--- src/hw/rtl/assert_macros.svh ---
// assertion helpers used by the drive state machine unit
`ifndef ASSERT_MACROS_SVH
`define ASSERT_MACROS_SVH

// same-cycle implication, checked out of reset
`define SDSM_ASSERT_NOW(label, clk, rst_n, cond, expr) \
    label: assert property (@(posedge clk) disable iff (!rst_n) (cond) |-> (expr)) \
        else $error("sdsm assertion failed");

// next-cycle implication, checked out of reset
`define SDSM_ASSERT_NEXT(label, clk, rst_n, cond, expr) \
    label: assert property (@(posedge clk) disable iff (!rst_n) (cond) |=> (expr)) \
        else $error("sdsm assertion failed");

`endif

--- src/hw/rtl/sdsm_pkg.sv ---
package sdsm_pkg;

    // drive states, same encoding as the state fields
    localparam logic [3:0] ST_ERROR = 4'd0;
    localparam logic [3:0] ST_START = 4'd1;
    localparam logic [3:0] ST_NRDY  = 4'd2;
    localparam logic [3:0] ST_SOD   = 4'd3;
    localparam logic [3:0] ST_RDY   = 4'd4;
    localparam logic [3:0] ST_SON   = 4'd5;
    localparam logic [3:0] ST_OPE   = 4'd6;
    localparam logic [3:0] ST_QSA   = 4'd7;
    localparam logic [3:0] ST_FRA   = 4'd8;
    localparam logic [3:0] ST_FLT   = 4'd9;

    localparam logic [2:0] CMD_SHUTDOWN  = 3'd0;
    localparam logic [2:0] CMD_SWITCH_ON = 3'd1;
    localparam logic [2:0] CMD_ENABLE    = 3'd2;
    localparam logic [2:0] CMD_DISABLE_V = 3'd3;
    localparam logic [2:0] CMD_QSTOP     = 3'd4;
    localparam logic [2:0] CMD_FRESET    = 3'd5;
    localparam logic [2:0] CMD_HALT      = 3'd6;

    localparam logic [1:0] WARN_NONE        = 2'd0;
    localparam logic [1:0] WARN_UNSUPPORTED = 2'd1;
    localparam logic [1:0] WARN_SAFETY      = 2'd2;
    localparam logic [1:0] WARN_SENSORS     = 2'd3;

    localparam logic ACT_CONTROL = 1'b0;
    localparam logic ACT_FORCE   = 1'b1;

    localparam logic [15:0] MASK_A = 16'h004F;
    localparam logic [15:0] MASK_B = 16'h006F;

    typedef struct packed {
        logic        action;
        logic [15:0] control_word;
        logic [3:0]  forced_state;
        logic        safety_ok;
        logic        sensors_config_active;
        logic        unrecoverable_fault;
        logic        clutch_manual_flag;
    } sdsm_in_t;

    typedef struct packed {
        logic [15:0] status_word;
        logic [3:0]  power_state;
        logic        state_changed;
        logic [2:0]  command_code;
        logic [1:0]  warning_code;
        logic        clear_power_ready;
        logic        clear_clutch_manual;
        logic        reset_filters_pulse;
        logic        init_mode_pulse;
    } sdsm_out_t;

    function automatic logic [3:0] decode_state(logic [15:0] sw);
        logic [15:0] a;
        logic [15:0] b;
        logic [3:0]  st;
        a = sw & MASK_A;
        b = sw & MASK_B;
        priority if (a == 16'h0000) st = ST_NRDY;
        else if (a == 16'h0040) st = ST_SOD;
        else if (a == 16'h000F) st = ST_FRA;
        else if (a == 16'h0008) st = ST_FLT;
        else if (b == 16'h0021) st = ST_RDY;
        else if (b == 16'h0023) st = ST_SON;
        else if (b == 16'h0027) st = ST_OPE;
        else if (b == 16'h0007) st = ST_QSA;
        else st = ST_ERROR;
        return st;
    endfunction

    function automatic logic [2:0] decode_command(logic [15:0] cw);
        logic [2:0] cmd;
        priority if (cw[7]) cmd = CMD_FRESET;
        else if (!cw[1]) cmd = CMD_DISABLE_V;
        else if (!cw[2]) cmd = CMD_QSTOP;
        else if (!cw[0]) cmd = CMD_SHUTDOWN;
        else if (cw[3]) cmd = cw[8] ? CMD_HALT : CMD_ENABLE;
        else cmd = CMD_SWITCH_ON;
        return cmd;
    endfunction

    // status word after writing a state; unwritable states leave it alone
    function automatic logic [15:0] write_state(logic [15:0] sw, logic [3:0] st);
        logic [15:0] r;
        unique case (st)
            ST_NRDY: r = (sw & ~MASK_A) | 16'h0000;
            ST_SOD:  r = (sw & ~MASK_A) | 16'h0040;
            ST_RDY:  r = (sw & ~MASK_B) | 16'h0021;
            ST_SON:  r = (sw & ~MASK_B) | 16'h0023;
            ST_OPE:  r = (sw & ~MASK_B) | 16'h0027;
            ST_QSA:  r = (sw & ~MASK_B) | 16'h0007;
            ST_FRA:  r = (sw & ~MASK_A) | 16'h000F;
            ST_FLT:  r = (sw & ~MASK_A) | 16'h0008;
            default: r = sw;
        endcase
        return r;
    endfunction

    function automatic logic writable(logic [3:0] st);
        return (st >= ST_NRDY) && (st <= ST_FLT);
    endfunction

endpackage

--- src/hw/rtl/servo_drive_state_machine_unit.sv ---
// channel   direction  handshake                  payload
// item      in         item_valid / item_stall    item   (sdsm_in_t)
// result    out        result_valid / result_stall result (sdsm_out_t)
//
// one item per cycle unless the result stalls; an item is held in in_reg, then out_reg
// the status register is read and written in the single decode pass between the
// input register and the result register, so consecutive items chain without gaps
// reset clears the status bits (not ready to switch on) and both valid flags
// a stalled result holds; the input register keeps taking items while the result moves
`include "assert_macros.svh"

module servo_drive_state_machine_unit (
    input  logic               clk,
    input  logic               rst_n,
    input  logic               item_valid,
    output logic               item_stall,
    input  sdsm_pkg::sdsm_in_t item,
    output logic               result_valid,
    input  logic               result_stall,
    output sdsm_pkg::sdsm_out_t result
);

    logic                in_v_reg;
    sdsm_pkg::sdsm_in_t  in_reg;
    logic                out_v_reg;
    sdsm_pkg::sdsm_out_t out_reg;
    logic [15:0]         status_reg;

    logic                out_free;
    logic                move;
    logic                take;
    logic [15:0]         status_next;
    sdsm_pkg::sdsm_out_t out_next;

    logic [3:0]          cur_st;
    logic [3:0]          target;
    logic [2:0]          cmd;
    logic [1:0]          warn;
    logic                drop_power;
    logic                drop_clutch;
    logic                reinit_mode;

    assign out_free     = !out_v_reg || !result_stall;
    assign move         = in_v_reg && out_free;
    assign item_stall   = in_v_reg && !out_free;
    assign take         = item_valid && !item_stall;
    assign result_valid = out_v_reg;
    assign result       = out_reg;

    always_comb
    begin
        cur_st      = sdsm_pkg::decode_state(status_reg);
        cmd         = sdsm_pkg::decode_command(in_reg.control_word);
        target      = sdsm_pkg::ST_ERROR;
        warn        = sdsm_pkg::WARN_NONE;
        drop_power  = 1'b0;
        drop_clutch = 1'b0;
        reinit_mode = 1'b0;

        unique case (cmd)
            sdsm_pkg::CMD_SHUTDOWN:
            begin
                priority if (cur_st == sdsm_pkg::ST_SOD || cur_st == sdsm_pkg::ST_SON)
                    target = sdsm_pkg::ST_RDY;
                else if (cur_st == sdsm_pkg::ST_OPE)
                begin
                    target      = sdsm_pkg::ST_RDY;
                    drop_power  = 1'b1;
                    drop_clutch = 1'b1;
                end
                else if (cur_st == sdsm_pkg::ST_FRA)
                    drop_power = 1'b1;
                else if (cur_st != sdsm_pkg::ST_RDY)
                    warn = sdsm_pkg::WARN_UNSUPPORTED;
                else
                    warn = sdsm_pkg::WARN_NONE;
            end
            sdsm_pkg::CMD_SWITCH_ON:
            begin
                priority if (cur_st == sdsm_pkg::ST_RDY)
                    target = sdsm_pkg::ST_SON;
                else if (cur_st == sdsm_pkg::ST_OPE)
                begin
                    target      = sdsm_pkg::ST_SON;
                    drop_power  = 1'b1;
                    drop_clutch = 1'b1;
                end
                else if (cur_st == sdsm_pkg::ST_FRA)
                begin
                    drop_power  = 1'b1;
                    drop_clutch = 1'b1;
                end
                else if (cur_st != sdsm_pkg::ST_SON)
                    warn = sdsm_pkg::WARN_UNSUPPORTED;
                else
                    warn = sdsm_pkg::WARN_NONE;
            end
            sdsm_pkg::CMD_ENABLE:
            begin
                // sensor check comes before the safety check
                priority if (cur_st == sdsm_pkg::ST_SON)
                begin
                    priority if (!in_reg.sensors_config_active)
                        warn = sdsm_pkg::WARN_SENSORS;
                    else if (!in_reg.safety_ok)
                        warn = sdsm_pkg::WARN_SAFETY;
                    else
                        target = sdsm_pkg::ST_OPE;
                end
                else if (cur_st != sdsm_pkg::ST_OPE)
                    warn = sdsm_pkg::WARN_UNSUPPORTED;
                else
                    warn = sdsm_pkg::WARN_NONE;
            end
            sdsm_pkg::CMD_DISABLE_V:
            begin
                priority if (cur_st == sdsm_pkg::ST_RDY || cur_st == sdsm_pkg::ST_SON)
                    target = sdsm_pkg::ST_SOD;
                else if (cur_st == sdsm_pkg::ST_OPE || cur_st == sdsm_pkg::ST_QSA)
                begin
                    target      = sdsm_pkg::ST_SOD;
                    drop_power  = 1'b1;
                    drop_clutch = 1'b1;
                end
                else if (cur_st == sdsm_pkg::ST_FRA)
                begin
                    drop_power  = 1'b1;
                    drop_clutch = 1'b1;
                end
                else if (cur_st != sdsm_pkg::ST_SOD)
                    warn = sdsm_pkg::WARN_UNSUPPORTED;
                else
                    warn = sdsm_pkg::WARN_NONE;
            end
            sdsm_pkg::CMD_QSTOP:
            begin
                priority if (cur_st == sdsm_pkg::ST_RDY || cur_st == sdsm_pkg::ST_SON)
                    target = sdsm_pkg::ST_SOD;
                else if (cur_st == sdsm_pkg::ST_OPE)
                    target = sdsm_pkg::ST_QSA;
                else if (cur_st != sdsm_pkg::ST_QSA && cur_st != sdsm_pkg::ST_SOD)
                    warn = sdsm_pkg::WARN_UNSUPPORTED;
                else
                    warn = sdsm_pkg::WARN_NONE;
            end
            sdsm_pkg::CMD_FRESET:
            begin
                // an unrecoverable fault blocks the reset silently
                priority if (cur_st == sdsm_pkg::ST_FLT)
                begin
                    if (!in_reg.unrecoverable_fault)
                        target = sdsm_pkg::ST_SOD;
                end
                else
                    warn = sdsm_pkg::WARN_UNSUPPORTED;
            end
            default:
            begin
                // halt
                if (cur_st == sdsm_pkg::ST_OPE)
                    reinit_mode = 1'b1;
                else
                    warn = sdsm_pkg::WARN_UNSUPPORTED;
            end
        endcase

        out_next = '0;
        if (in_reg.action == sdsm_pkg::ACT_FORCE)
        begin
            status_next            = sdsm_pkg::write_state(status_reg, in_reg.forced_state);
            out_next.state_changed = sdsm_pkg::writable(in_reg.forced_state);
        end
        else
        begin
            status_next                  = sdsm_pkg::write_state(status_reg, target);
            out_next.state_changed       = sdsm_pkg::writable(target);
            out_next.command_code        = cmd;
            out_next.warning_code        = warn;
            out_next.clear_power_ready   = drop_power;
            out_next.clear_clutch_manual = drop_clutch;
            out_next.reset_filters_pulse = drop_clutch && in_reg.clutch_manual_flag;
            out_next.init_mode_pulse     = reinit_mode;
        end
        out_next.status_word = status_next;
        out_next.power_state = sdsm_pkg::decode_state(status_next);
    end

    always_ff @(posedge clk or negedge rst_n)
    begin
        if (!rst_n)
        begin
            in_v_reg   <= 1'b0;
            out_v_reg  <= 1'b0;
            status_reg <= '0;
        end
        else
        begin
            if (take)
                in_v_reg <= 1'b1;
            else if (move)
                in_v_reg <= 1'b0;

            if (move)
            begin
                out_v_reg  <= 1'b1;
                status_reg <= status_next;
            end
            else if (!result_stall)
                out_v_reg <= 1'b0;
        end
    end

    always_ff @(posedge clk)
    begin
        if (take)
            in_reg <= item;
        if (move)
            out_reg <= out_next;
    end

    // while a result is valid, the status register matches its status word
    `SDSM_ASSERT_NOW(a_status_tracks, clk, rst_n, out_v_reg, status_reg == out_reg.status_word)
    `SDSM_ASSERT_NEXT(a_move_fills, clk, rst_n, move, out_v_reg)
    `SDSM_ASSERT_NOW(a_warn_no_write, clk, rst_n,
        out_v_reg && out_reg.warning_code != sdsm_pkg::WARN_NONE, !out_reg.state_changed)
    `SDSM_ASSERT_NOW(a_halt_in_op, clk, rst_n, out_v_reg && out_reg.init_mode_pulse,
        out_reg.power_state == sdsm_pkg::ST_OPE && !out_reg.state_changed)

endmodule

--- config.mk ---
export PLATFORM = sky130hd
export DESIGN_NAME = servo_drive_state_machine_unit
export DESIGN_NICKNAME = d
export VERILOG_FILES = /design/src/hw/rtl/sdsm_pkg.sv /design/src/hw/rtl/servo_drive_state_machine_unit.sv
export VERILOG_INCLUDE_DIRS = /design/src /design/src/hw/rtl
export SDC_FILE = /design/constraint.sdc
export NUM_CORES = 1
export LEC_CHECK = 0
export CELL_PAD_IN_SITES_DETAIL_PLACEMENT = 1
export CELL_PAD_IN_SITES_GLOBAL_PLACEMENT = 2
export CORE_ASPECT_RATIO = 0.7
export CORE_MARGIN = 2
export CORE_UTILIZATION = 39
export DETAILED_ROUTE_END_ITERATION = 7
export DONT_BUFFER_PORTS = 1
export MAX_ROUTING_LAYER = met4
export PLACE_DENSITY_LB_ADDON = 0.1
export SYNTH_ARGS = -nofsm -noshare
export SYNTH_HDL_FRONTEND = slang
export SYNTH_SLANG_ARGS = --single-unit
--- constraint.sdc ---
create_clock -name clk -period 3.5 [get_ports clk]
set_input_delay 0.7 -clock clk [delete_from_list [all_inputs] [get_ports clk]]
set_output_delay 0.7 -clock clk [all_outputs]
set_load 0.01 [all_outputs]
; ---- Word level (Yosys, flattened, before mapping)
; Index checks and enable logic that the tools add are counted.
[totals]
ff_bits = 66
latch_bits = 0
ramBits = 0
rom_bits = 0
n_memories = 0
[classes]
n_addsub = 0
mul = 0
div_mod_pow = 0
order_cmp = 4
eq_ne = 48
n_shift = 0
mux = 75
n_bitwise = 0
n_reduce_logical = 22
[ops]
columns = cell, n
row1 = one-hot mux 7 bit (8 select lines), 2
row2 = two-way mux 3 bit, 20
row3 = == test 4 x 3 -> 1 bit (second input constant), 12
row4 = == test 6 x 5 -> 1 bit (second input constant), 6
row5 = two-way mux 4 bit, 9
row6 = zero test 16 bit, 2
row7 = two-way mux 1 bit, 32
row8 = == test 4 bit (second input constant), 6
row9 = == test 4 x 2 -> 1 bit (second input constant), 5
row10 = == test 5 x 4 -> 1 bit (second input constant), 4
row11 = one-hot mux 3 bit (6 select lines), 1
row12 = inequality test 4 x 3 -> 1 bit (second input constant), 4
row13 = two-way mux 2 bit, 7
row14 = == test 6 x 3 -> 1 bit (second input constant), 2
row15 = one-hot mux 2 bit (6 select lines), 1
row16 = == test 5 bit (second input constant), 2
row17 = >= comparator 4 x 2 -> 1 bit (second input constant), 2
row18 = <= comparator 4 bit (second input constant), 2
row19 = logical AND 1 bit, 7
row20 = two-way mux 7 bit, 1
row21 = OR reduction 7 bit, 1
row22 = == test 3 x 2 -> 1 bit (second input constant), 2
row23 = == test 3 bit (second input constant), 2
row24 = one-hot mux 1 bit (3 select lines), 2
row25 = 9 further kinds, 15

; ---- Logic depth before layout (Yosys ltp)
; Gate-level depths: netlist of the first run.
[depth]
depth_word = 25
depth_mapped = 9
depth_no_buf = 8

; ---- Least setup slack after synthesis of the first run
; Ideal clock, no wire load.
[synth_path]
path_kind = flip-flop to flip-flop
startpoint = register status_reg[0]
endpoint = register out_reg (netlist bit result[13]), data pin
setup_time_ps = 146
arrival_ps = 2410
slack_ps = 944
stages_incl_launch_ff = 9
path_buffers = 1
period_less_slack_ps = 2556
cell_sequence = dfrtp_1 buf_6 or3b_4 a2111oi_4 o21a_2 nor2_2 a311o_4 or3_1 a21boi_1
[synth_via]
elab_chain_cells = 20
word_cells_on_any_way = 54
[synth_lines]
columns = element, line_no
row1 = start: declaration, servo_drive_state_machine_unit.sv:27  ; logic [15:0] status_reg;
row2 = start signal: assignment, servo_drive_state_machine_unit.sv:206  ; status_reg <= status_next;
row3 = == test 6 x 3 -> 1 bit, sdsm_pkg.sv:69  ; else if (b == 16'h0007) st = ST_QSA;
row4 = two-way mux 3 bit, sdsm_pkg.sv:69
row5 = two-way mux 4 bit, sdsm_pkg.sv:68  ; else if (b == 16'h0027) st = ST_OPE;
row6 = two-way mux 4 bit, sdsm_pkg.sv:67  ; else if (b == 16'h0023) st = ST_SON;
row7 = two-way mux 4 bit, sdsm_pkg.sv:66  ; else if (b == 16'h0021) st = ST_RDY;
row8 = two-way mux 4 bit, sdsm_pkg.sv:65  ; else if (a == 16'h0008) st = ST_FLT;
row9 = two-way mux 4 bit, sdsm_pkg.sv:64  ; else if (a == 16'h000F) st = ST_FRA;
row10 = two-way mux 4 bit, sdsm_pkg.sv:63  ; else if (a == 16'h0040) st = ST_SOD;
row11 = (+4 left out), n/a
row12 = two-way mux 2 bit, servo_drive_state_machine_unit.sv:117  ; priority if (cur_st == sdsm_pkg::ST_RDY || cur_st == sdsm_pkg::ST_SON)
row13 = one-hot mux 3 bit (6 select lines), servo_drive_state_machine_unit.sv:60  ; unique case (cmd)
row14 = "== test 4 bit, or another cell as far along", sdsm_pkg.sv:88  ; unique case (st)
row15 = one-hot mux 7 bit (8 select lines), sdsm_pkg.sv:88
row16 = two-way mux 7 bit *, servo_drive_state_machine_unit.sv:168  ; if (in_reg.action == sdsm_pkg::ACT_FORCE)
row17 = == test 5 x 4 -> 1 bit, sdsm_pkg.sv:65
row18 = two-way mux 4 bit, sdsm_pkg.sv:65
row19 = two-way mux 4 bit, sdsm_pkg.sv:64
row20 = end signal: assignment, servo_drive_state_machine_unit.sv:218  ; out_reg <= out_next;
row21 = end: declaration, servo_drive_state_machine_unit.sv:26  ; sdsm_pkg::sdsm_out_t out_reg;
; Mark *: on every way between the ends. The rest lies on a longest branch, timed or not.
; A chain may end at the register's enable or synchronous reset.

; ---- Worst setup path after layout of the first run
[layout_path]
startpoint = register status_reg[5]
endpoint = register out_reg (netlist bit result[10]), data pin
[layout_via]
elab_chain_cells = 25
word_cells_on_any_way = 58
[layout_lines]
columns = element, line_no
row1 = == test 6 x 3 -> 1 bit, sdsm_pkg.sv:69
row2 = two-way mux 3 bit, sdsm_pkg.sv:69
row3 = two-way mux 4 bit, sdsm_pkg.sv:68
row4 = two-way mux 4 bit, sdsm_pkg.sv:67
row5 = two-way mux 4 bit, sdsm_pkg.sv:66
row6 = two-way mux 4 bit, sdsm_pkg.sv:65
row7 = two-way mux 4 bit, sdsm_pkg.sv:64
row8 = two-way mux 4 bit, sdsm_pkg.sv:63
row9 = (+9 left out), n/a
row10 = == test 6 x 3 -> 1 bit, sdsm_pkg.sv:69
row11 = two-way mux 3 bit, sdsm_pkg.sv:69
row12 = two-way mux 3 bit, sdsm_pkg.sv:68
row13 = two-way mux 3 bit, sdsm_pkg.sv:67
row14 = two-way mux 3 bit, sdsm_pkg.sv:66
row15 = two-way mux 4 bit, sdsm_pkg.sv:65
row16 = two-way mux 4 bit, sdsm_pkg.sv:64
row17 = two-way mux 1 bit, sdsm_pkg.sv:63
; Marks and branches as above.

==> results of run 1 <==
==> worst paths after layout <==
kind                                           start                   endpoint  cells past startpoint
setup / recovery           status_reg[5]$_DFFE_PN0P_   result[10]$_SDFFCE_PP0P_                      7
hold / removal                                 rst_n  status_reg[2]$_DFFE_PN0P_                      0
setup reg to reg           status_reg[5]$_DFFE_PN0P_   result[10]$_SDFFCE_PP0P_                      7
hold reg to reg                 in_v_reg$_DFFE_PN0P_   result_valid$_DFFE_PN0P_                      1
max in group asynchronous                      rst_n  status_reg[3]$_DFFE_PN0P_                      0
min in group clk                             item[3]        in_reg[3]$_DFFE_PP_                      0
==> power by group through the flow <==
stage / Clock (mW) / Combinational (mW) / Sequential [mW]
2_1_floorplan: 0 / 0.308 / 0.684
3_3_place_gp: 0 / 0.311 / 0.753
3_5_place_dp: 0 / 0.322 / 0.757
4_1_cts: 0.403 / 0.323 / 0.745
5_1_grt: 0.419 / 0.364 / 0.760
6_report: 0.390 / 0.325 / 0.746
==> cell families after synthesis <==
family,after synthesis
compound gates,62
xor+xnor,2
fa+ha+maj,2
buf+inv,38
flops,43
mux,3
other cells,1
simple gates,84
==> layout by cell type (no fill, tap or decap), types with 2 or more instances in the layout <==
master                       n
sky130_fd_sc_hd__nor2_1     13
sky130_fd_sc_hd__o21ai_0    11
sky130_fd_sc_hd__buf_4       4
sky130_fd_sc_hd__nand3b_1    2
sky130_fd_sc_hd__and3_1      2
sky130_fd_sc_hd__xor2_1      2
sky130_fd_sc_hd__nor4_1      2
sky130_fd_sc_hd__mux2_2      2
sky130_fd_sc_hd__nand2_1    22
sky130_fd_sc_hd__o21ai_1     2
sky130_fd_sc_hd__a2111oi_0   2
sky130_fd_sc_hd__conb_1     10
sky130_fd_sc_hd__a31oi_1     3
sky130_fd_sc_hd__nand3_1     6
sky130_fd_sc_hd__o31a_1      2
sky130_fd_sc_hd__and2_1      5
sky130_fd_sc_hd__clkbuf_8    5
sky130_fd_sc_hd__nand4b_1    3
sky130_fd_sc_hd__or3_1       2
sky130_fd_sc_hd__a21oi_1    12
sky130_fd_sc_hd__nand2b_1    7
sky130_fd_sc_hd__nor2b_1     2
sky130_fd_sc_hd__o21a_1      3
sky130_fd_sc_hd__or4b_1      2
sky130_fd_sc_hd__maj3_1      2
sky130_fd_sc_hd__edfxtp_1   35
sky130_fd_sc_hd__dfrtp_1     8
sky130_fd_sc_hd__inv_1      13
sky130_fd_sc_hd__or4b_2      2
sky130_fd_sc_hd__a211oi_1    3
sky130_fd_sc_hd__nor3b_1     2
==> cells in the mapped netlist (3+ instances only) <==
| master | n |
|---|---|
| sky130_fd_sc_hd__buf_4 | 11 |
| sky130_fd_sc_hd__nand2_1 | 22 |
| sky130_fd_sc_hd__edfxtp_1 | 35 |
| sky130_fd_sc_hd__nand2b_1 | 7 |
| sky130_fd_sc_hd__nand4b_1 | 3 |
| sky130_fd_sc_hd__nor2_1 | 13 |
| sky130_fd_sc_hd__a31oi_1 | 3 |
| sky130_fd_sc_hd__o21ai_0 | 11 |
| sky130_fd_sc_hd__dfrtp_1 | 8 |
| sky130_fd_sc_hd__buf_2 | 3 |
| sky130_fd_sc_hd__o21a_1 | 3 |
| sky130_fd_sc_hd__a21oi_1 | 12 |
| sky130_fd_sc_hd__a211oi_1 | 3 |
| sky130_fd_sc_hd__nand3_1 | 6 |
| sky130_fd_sc_hd__clkbuf_1 | 9 |
| sky130_fd_sc_hd__and2_1 | 5 |
| sky130_fd_sc_hd__inv_1 | 13 |
==> layer usage <==
metal	vias up	routed length, um	global-route usage, %
li1	850	-	-
met1	858	2960	26.1
met2	65	2310	23.6
met3	5	344	3.85
met4	0	46	4.41
met5	-	0	-
==> through the flow <==
step	area, um2	instances	utilization, %	power (mW)	setup slack, ns
global placement	2520	301	40.5	1.06	0.655
floorplan	2540	244	-	0.992	0.944
CTS	2630	309	42.3	1.47	0.532
global route	2630	309	42.3	1.54	0.340
detailed placement	2520	301	40.5	1.08	0.549
finish	2630	309	42.3	1.46	0.522
==> cell type report <==
class	count	area [um2]	share of cell area (%)
clock buffers	5	68.8	2.62
clock inverters	3	43.8	1.66
flip-flops and latches	43	1250	47.6
repair buffers	4	30.0	1.14
inverters	13	48.8	1.85
multi-input cells	163	1090	41.5
well taps	78	97.6	3.71
==> run_results.csv, run 1 <==
group,metric,value,unit
synth,post_synth_and_or_nand_nor_area_fraction,19.9,%
grt,global_route.overflow_total,0,
critical_path,worst_ep_arrival_time,3.13,ns
sta,layout_worst_path_cycle_share,85.1,%
sta,hold_slack,0.0843,ns
synth,largest_family_of_logic_cells_by_synthesized_area,"simple AND/OR/NAND/NOR gates",
floorplan,design.core.area,6220,um2
clock_tree,post_cts_setup_repair_buffer_count,0,
floorplan,floorplan.die_area,7090,um2
critical_path,cpMaxStageDelayCell,"sky130_fd_sc_hd__dfrtp_1",
placed_design,port_buffers,0,
clock_tree,post_cts_resize_count,0,
layout,insertedDiodeCount,0,
sta,timing.max_slew.rel_slack,43.3,%
grt,grt_pass1_wl,9.24,mm
synth,number_of_enable_flip_flop_cells_after_synthesis,35,
clock_tree,clk_transition_reported_paths,0.09,ns
placed_design,gp_congestion,0.871,
synth,top_ff_cell_synth,"sky130_fd_sc_hd__edfxtp_1",
route,num_vias,1778,
grt,grt_start_max_net_pins,25,
route,antenna_left,0,
floorplan,ios,61,
sta,slew_violations,0,
critical_path,type_of_the_worst_setup_path,"reg -> reg",
sta,unrepaired_setup_endpoints_after_global_routing,"false",
grt,antenna_found_initial,0,
critical_path,cp_top_family,"simple AND/OR/NAND/NOR gates",
pwr,power_report.internal_total,0.981,mW
pwr,sequentialPowerShare,51.1,%
critical_path,crit_fanout,9,
floorplan,initial_utilization,40.3,%
grt,vias_in_the_first_global_route,1790,
synth,netlist.top_cell.by_area,"sky130_fd_sc_hd__edfxtp_1",
clock_tree,cts.hold.buffers_added,0,
sta,worst_slew_pin_slew,0.849,ns
critical_path,cp_data_required_time,3.66,ns
critical_path,critical_path_buf_inv_count,0,
synth,synthesis_warning_total,0,
hold_path,hp-class,"in -> async",
floorplan,core.rowCount,24,
route,detail_route.wl_per_cell,18.3,um
sta,hold_viol_final,0,
run,drv_cap,0,
critical_path,timing.critical_path.to_type,"flop",
route,via_per_inst,5.75,
placed_design,dp_hpwl,4.27,mm
floorplan,dieHeight,71.0,um
critical_path,crit_path_cell_trace,"nor3b_1, nand3_1, o311ai_2, nand2_1, a32o_1, or4b_1, o21ai_1",
sta,totalNegativeSetupSlack,0,ns
synth,postSynthCellCount,235,
pwr,total_leakage_power,0.960,nW
route,detail_route.drc_violations,0,
pwr,logic_pwr_share,22.2,%
synth,ys_seq_area_share,50.0,%
clock_tree,cts.root.buffer_cell,"sky130_fd_sc_hd__clkbuf_8",
clock_tree,numClockSinks,43,
pwr,power_frac_clock,26.7,%
synth,synth_cell_types,71,
critical_path,r2r_setup_slack,0.52,ns
sta,final-setup-viol-count,0,
synth,syn-cell-area,2500,um2
synth,yosys_register_bits,43,
outcome,outcome,"finished clean",
synth,synth.area.mux_share,1.30,%
sta,fmax,336,MHz
synth,synthArstFlopShare,18.6,%
layout,area.growth.synth_to_final,5.10,%
pwr,ir_drop,0.185,mV
pwr,netSwitchingPower,0.480,mW
pwr,total_power_density_per_cell_area,555,nW/um2
sta,fin_skew,0.00587,ns
clock_tree,cts_htree_levels,2,
pwr,p_sw_share,32.8,%
synth,netlist_top_cells_area,"sky130_fd_sc_hd__edfxtp_1 (42%), sky130_fd_sc_hd__dfrtp_1 (8.0%), sky130_fd_sc_hd__buf_4 (3.3%)",
critical_path,critPathMaxStageDelay,0.60,ns
clock_tree,cts_tree,"done",
floorplan,floorplan.die.width,99.8,um
critical_path,crit_path_start_kind,"flop",
layout,fillers,693,
clock_tree,ctsLongestPathBuffers,2,
synth,synth_compound_area_share,19.4,%
route,drt-initial-drc-count,49,
layout,drive_gt1_share,11.7,%
route,routed_wirelength,5.66,mm
grt,gr-usage-all-layers,17.4,%
synth,synth.top_cell.area_share,42.0,%
layout,nets_final,259,
synth,synthXorXnorAreaFrac,0.700,%
layout,largest_register_ffs,20,
synth,synth_fa_ha_area_share,0.800,%
clock_tree,number_of_buffers_added_by_the_clock_tree_synthesis_step,5,
synth,syn_area_per_cell,10.7,um2
sta,min_tclk_post_route,2.98,ns
route,drt_first_pass_iters,4,
clock_tree,clock_latency_at_the_later_pin_of_the_worst_skew_pair,0.30,ns
Power figures use the tool's default switching activity.
==> run 2, diff against run 1 <==
ABC_AREA = 1   (was not set)
CORE_UTILIZATION = 37   (was 39)
==> run_results.csv, run 2 <==
group,metric,value,unit
hold_path,hp-class,"in -> async",
clock_tree,post_cts_setup_repair_buffer_count,0,
grt,grt_pass1_wl,8.96,mm
clock_tree,numClockSinks,43,
route,num_vias,1769,
critical_path,r2r_cells,13,
layout,largest_register_ffs,20,
synth,netlist.top_cell.by_area,"sky130_fd_sc_hd__edfxtp_1",
synth,ys_top_cells_by_count,"sky130_fd_sc_hd__nand2_1 (51), sky130_fd_sc_hd__edfxtp_1 (35), sky130_fd_sc_hd__inv_1 (33)",
clock_tree,cts.root.buffer_cell,"sky130_fd_sc_hd__clkbuf_8",
route,routed_wirelength,5.50,mm
placed_design,place.detailed.instances,347,
clock_tree,post_cts_resize_count,0,
floorplan,dieHeight,71.3,um
synth,yosys_register_bits,43,
run,drv_cap,0,
sta,final-setup-viol-count,0,
route,antenna_left,0,
clock_tree,cts_tree,"done",
route,route.layer.met1.wl,3.21,mm
sta,slew_violations,0,
pwr,total_leakage_power,1.15,nW
synth,synth.top_cell.area_share,44.0,%
grt,grt_start_max_net_pins,30,
synth,synthesis_warning_total,0,
sta,fmax,422,MHz
critical_path,crit_path_start_kind,"flop",
synth,ys_seq_area_share,52.3,%
layout,nets_final,305,
floorplan,design.core.area,6250,um2
floorplan,floorplan.die_area,7130,um2
clock_tree,ctsLongestPathBuffers,2,
critical_path,type_of_the_worst_setup_path,"reg -> reg",
synth,number_of_enable_flip_flop_cells_after_synthesis,35,
floorplan,ios,61,
sta,hold_viol_final,0,
grt,global_route.overflow_total,0,
layout,mostFrequentLayoutCell,"sky130_fd_sc_hd__nand2_1",
synth,synth_most_common_cell,"sky130_fd_sc_hd__nand2_1",
critical_path,critical_register_to_register_path_startpoint,"status_reg[0]$_DFFE_PN0P_",
floorplan,initial_utilization,38.3,%
layout,drive_gt1_share,16.6,%
sta,unrepaired_setup_endpoints_after_global_routing,"false",
sta,timing.max_slew.rel_slack,64.0,%
placed_design,port_buffers,0,
layout,mostFrequentLayoutCells,"sky130_fd_sc_hd__nand2_1 (51), sky130_fd_sc_hd__edfxtp_1 (35), sky130_fd_sc_hd__inv_1 (33), sky130_fd_sc_hd__nor2_1 (31), sky130_fd_sc_hd__nand3_1 (25)",
clock_tree,clock_latency_at_the_later_pin_of_the_worst_skew_pair,0.30,ns
layout,area.growth.synth_to_final,6.54,%
floorplan,floorplan.die.width,100,um
sta,layout_worst_path_cycle_share,67.8,%
grt,vias_in_the_first_global_route,1706,
pwr,ir_drop,0.259,mV
clock_tree,clk_transition_reported_paths,0.09,ns
synth,netlist_top_cells_area,"sky130_fd_sc_hd__edfxtp_1 (44%), sky130_fd_sc_hd__dfrtp_1 (8.4%), sky130_fd_sc_hd__nand2_1 (8.0%)",
critical_path,r2r_setup_slack,1.13,ns
grt,gr-usage-all-layers,16.9,%
route,detail_route.wl_per_cell,15.5,um
route,routed-wl-met3,160,um
critical_path,cpMostUsedCell,"sky130_fd_sc_hd__nand2_1",
placed_design,placement.setup.worst_slack,1.15,ns
synth,synth_cell_types,28,
synth,postSynthCellCount,271,
critical_path,cp_top_family,"simple AND/OR/NAND/NOR gates",
layout,insertedDiodeCount,0,
pwr,total_power_density_per_cell_area,601,nW/um2
critical_path,critPathMaxStageDelay,0.55,ns
layout,final_standard_cell_count_with_taps_included_and_fillers_excluded,355,
critical_path,worst_ep_arrival_time,2.42,ns
route,drt-initial-drc-count,85,
sta,fin_skew,0.00454,ns
grt,antenna_found_initial,0,
sta,totalNegativeSetupSlack,0,ns
placed_design,gp_congestion,0.816,
route,routed_met2_length,2.09,mm
synth,syn_area_per_cell,8.82,um2
synth,syn-cell-area,2390,um2
critical_path,cp_data_required_time,3.55,ns
critical_path,timing.critical_path.to_type,"flop",
route,drt_first_pass_iters,4,
critical_path,timing.rr.end,"result[10]$_SDFFCE_PP0P_",
synth,synthArstFlopShare,18.6,%
floorplan,core.rowCount,24,
synth,top_ff_cell_synth,"sky130_fd_sc_hd__edfxtp_1",
critical_path,cpMaxStageDelayCell,"sky130_fd_sc_hd__dfrtp_1",
sta,worst_slew_pin_slew,0.539,ns
critical_path,crit_path_cell_trace,"nand2_1, inv_2, nand3_2, nand2_1, nand3_1, nand2_2, nor2_1, a21oi_1, nand2_1, nand2_1, nor2_1, nand3_1, nand4_1",
route,via_per_inst,4.98,
outcome,outcome,"finished clean",
sta,post-route-worst-setup-slack,1.13,ns
placed_design,place_area,2430,um2
clock_tree,number_of_buffers_added_by_the_clock_tree_synthesis_step,5,
clock_tree,cts_htree_levels,2,
sta,min_tclk_post_route,2.37,ns
clock_tree,cts.hold.buffers_added,0,
route,highest_layer,"met4",
route,detail_route.drc_violations,0,
layout,total_non_filler_cell_area_in_the_finished_layout,2550,um2
critical_path,crit_fanout,9,
critical_path,critical_path_buf_inv_count,1,
placed_design,dp_hpwl,4.26,mm
==> run 2: cell types whose count changed in the layout (fill, tap and decap cells not counted), sizes merged, moves of 4 or more <==
cell	previous run	this run
or4b	4	0
nand2	22	64
nand4	0	8
a21oi	12	5
o21a	4	0
a2111oi	4	0
nand4b	4	0
nor2	14	41
inv	13	42
nand2b	7	0
and2	5	0
nand3	6	29
==> run 2: logic make-up after synthesis <==
group	after synthesis	share of synthesized area, %
AO/OA/AOI/OAI	26	6.33
buffers and inverters	55	10.8
flip-flops	43	52.3
other	1	0.157
AND/OR/NAND/NOR	146	30.4
==> run 2: per-stage QoR <==
| stage | hold WS (ns) | power, mW | utilization (%) |
|---|---|---|---|
| detailed placement | 0.405 | 1.14 | 39.0 |
| global placement | 0.405 | 1.14 | 39.0 |
| floorplan | 0.404 | 1.04 | - |
| global route | 0.0681 | 1.63 | 40.8 |
| CTS | 0.0752 | 1.54 | 40.8 |
| finish | 0.0854 | 1.53 | 40.8 |
==> run 2: where the power goes <==
part	switching, mW	internal (mW)
clock	0.184	0.213
sequential	0.0906	0.651
combinational	0.284	0.111
==> run 2: final cells by class <==
class	count	area, um2
clock buffers	5	68.8
multi-input cells	182	917
fillers	746	3700
inverters	43	161
repair buffers	1	7.51
flip-flops and latches	43	1250
well taps	78	97.6
clock inverters	3	43.8
==> run 2: worst max path at each step <==
stage                                    from                        end  slack (ns)  cells after the start
floorplan                        result_stall  status_reg[0]$_DFFE_PN0P_        1.07                      6
global placement    status_reg[0]$_DFFE_PN0P_   result[10]$_SDFFCE_PP0P_        1.16                     13
detailed placement  status_reg[0]$_DFFE_PN0P_   result[10]$_SDFFCE_PP0P_        1.15                     13
CTS                 status_reg[0]$_DFFE_PN0P_   result[10]$_SDFFCE_PP0P_        1.13                     13
global route        status_reg[3]$_DFFE_PN0P_   result[10]$_SDFFCE_PP0P_        0.92                     12
finish              status_reg[0]$_DFFE_PN0P_   result[10]$_SDFFCE_PP0P_        1.13                     13
==> run 2: layer usage <==
metal / vias to the layer above / global-route usage [%]
met4: 0 / 3.65
met3: 4 / 3.61
met2: 41 / 21.6
met5: - / -
li1: 888 / -
met1: 836 / 27.1
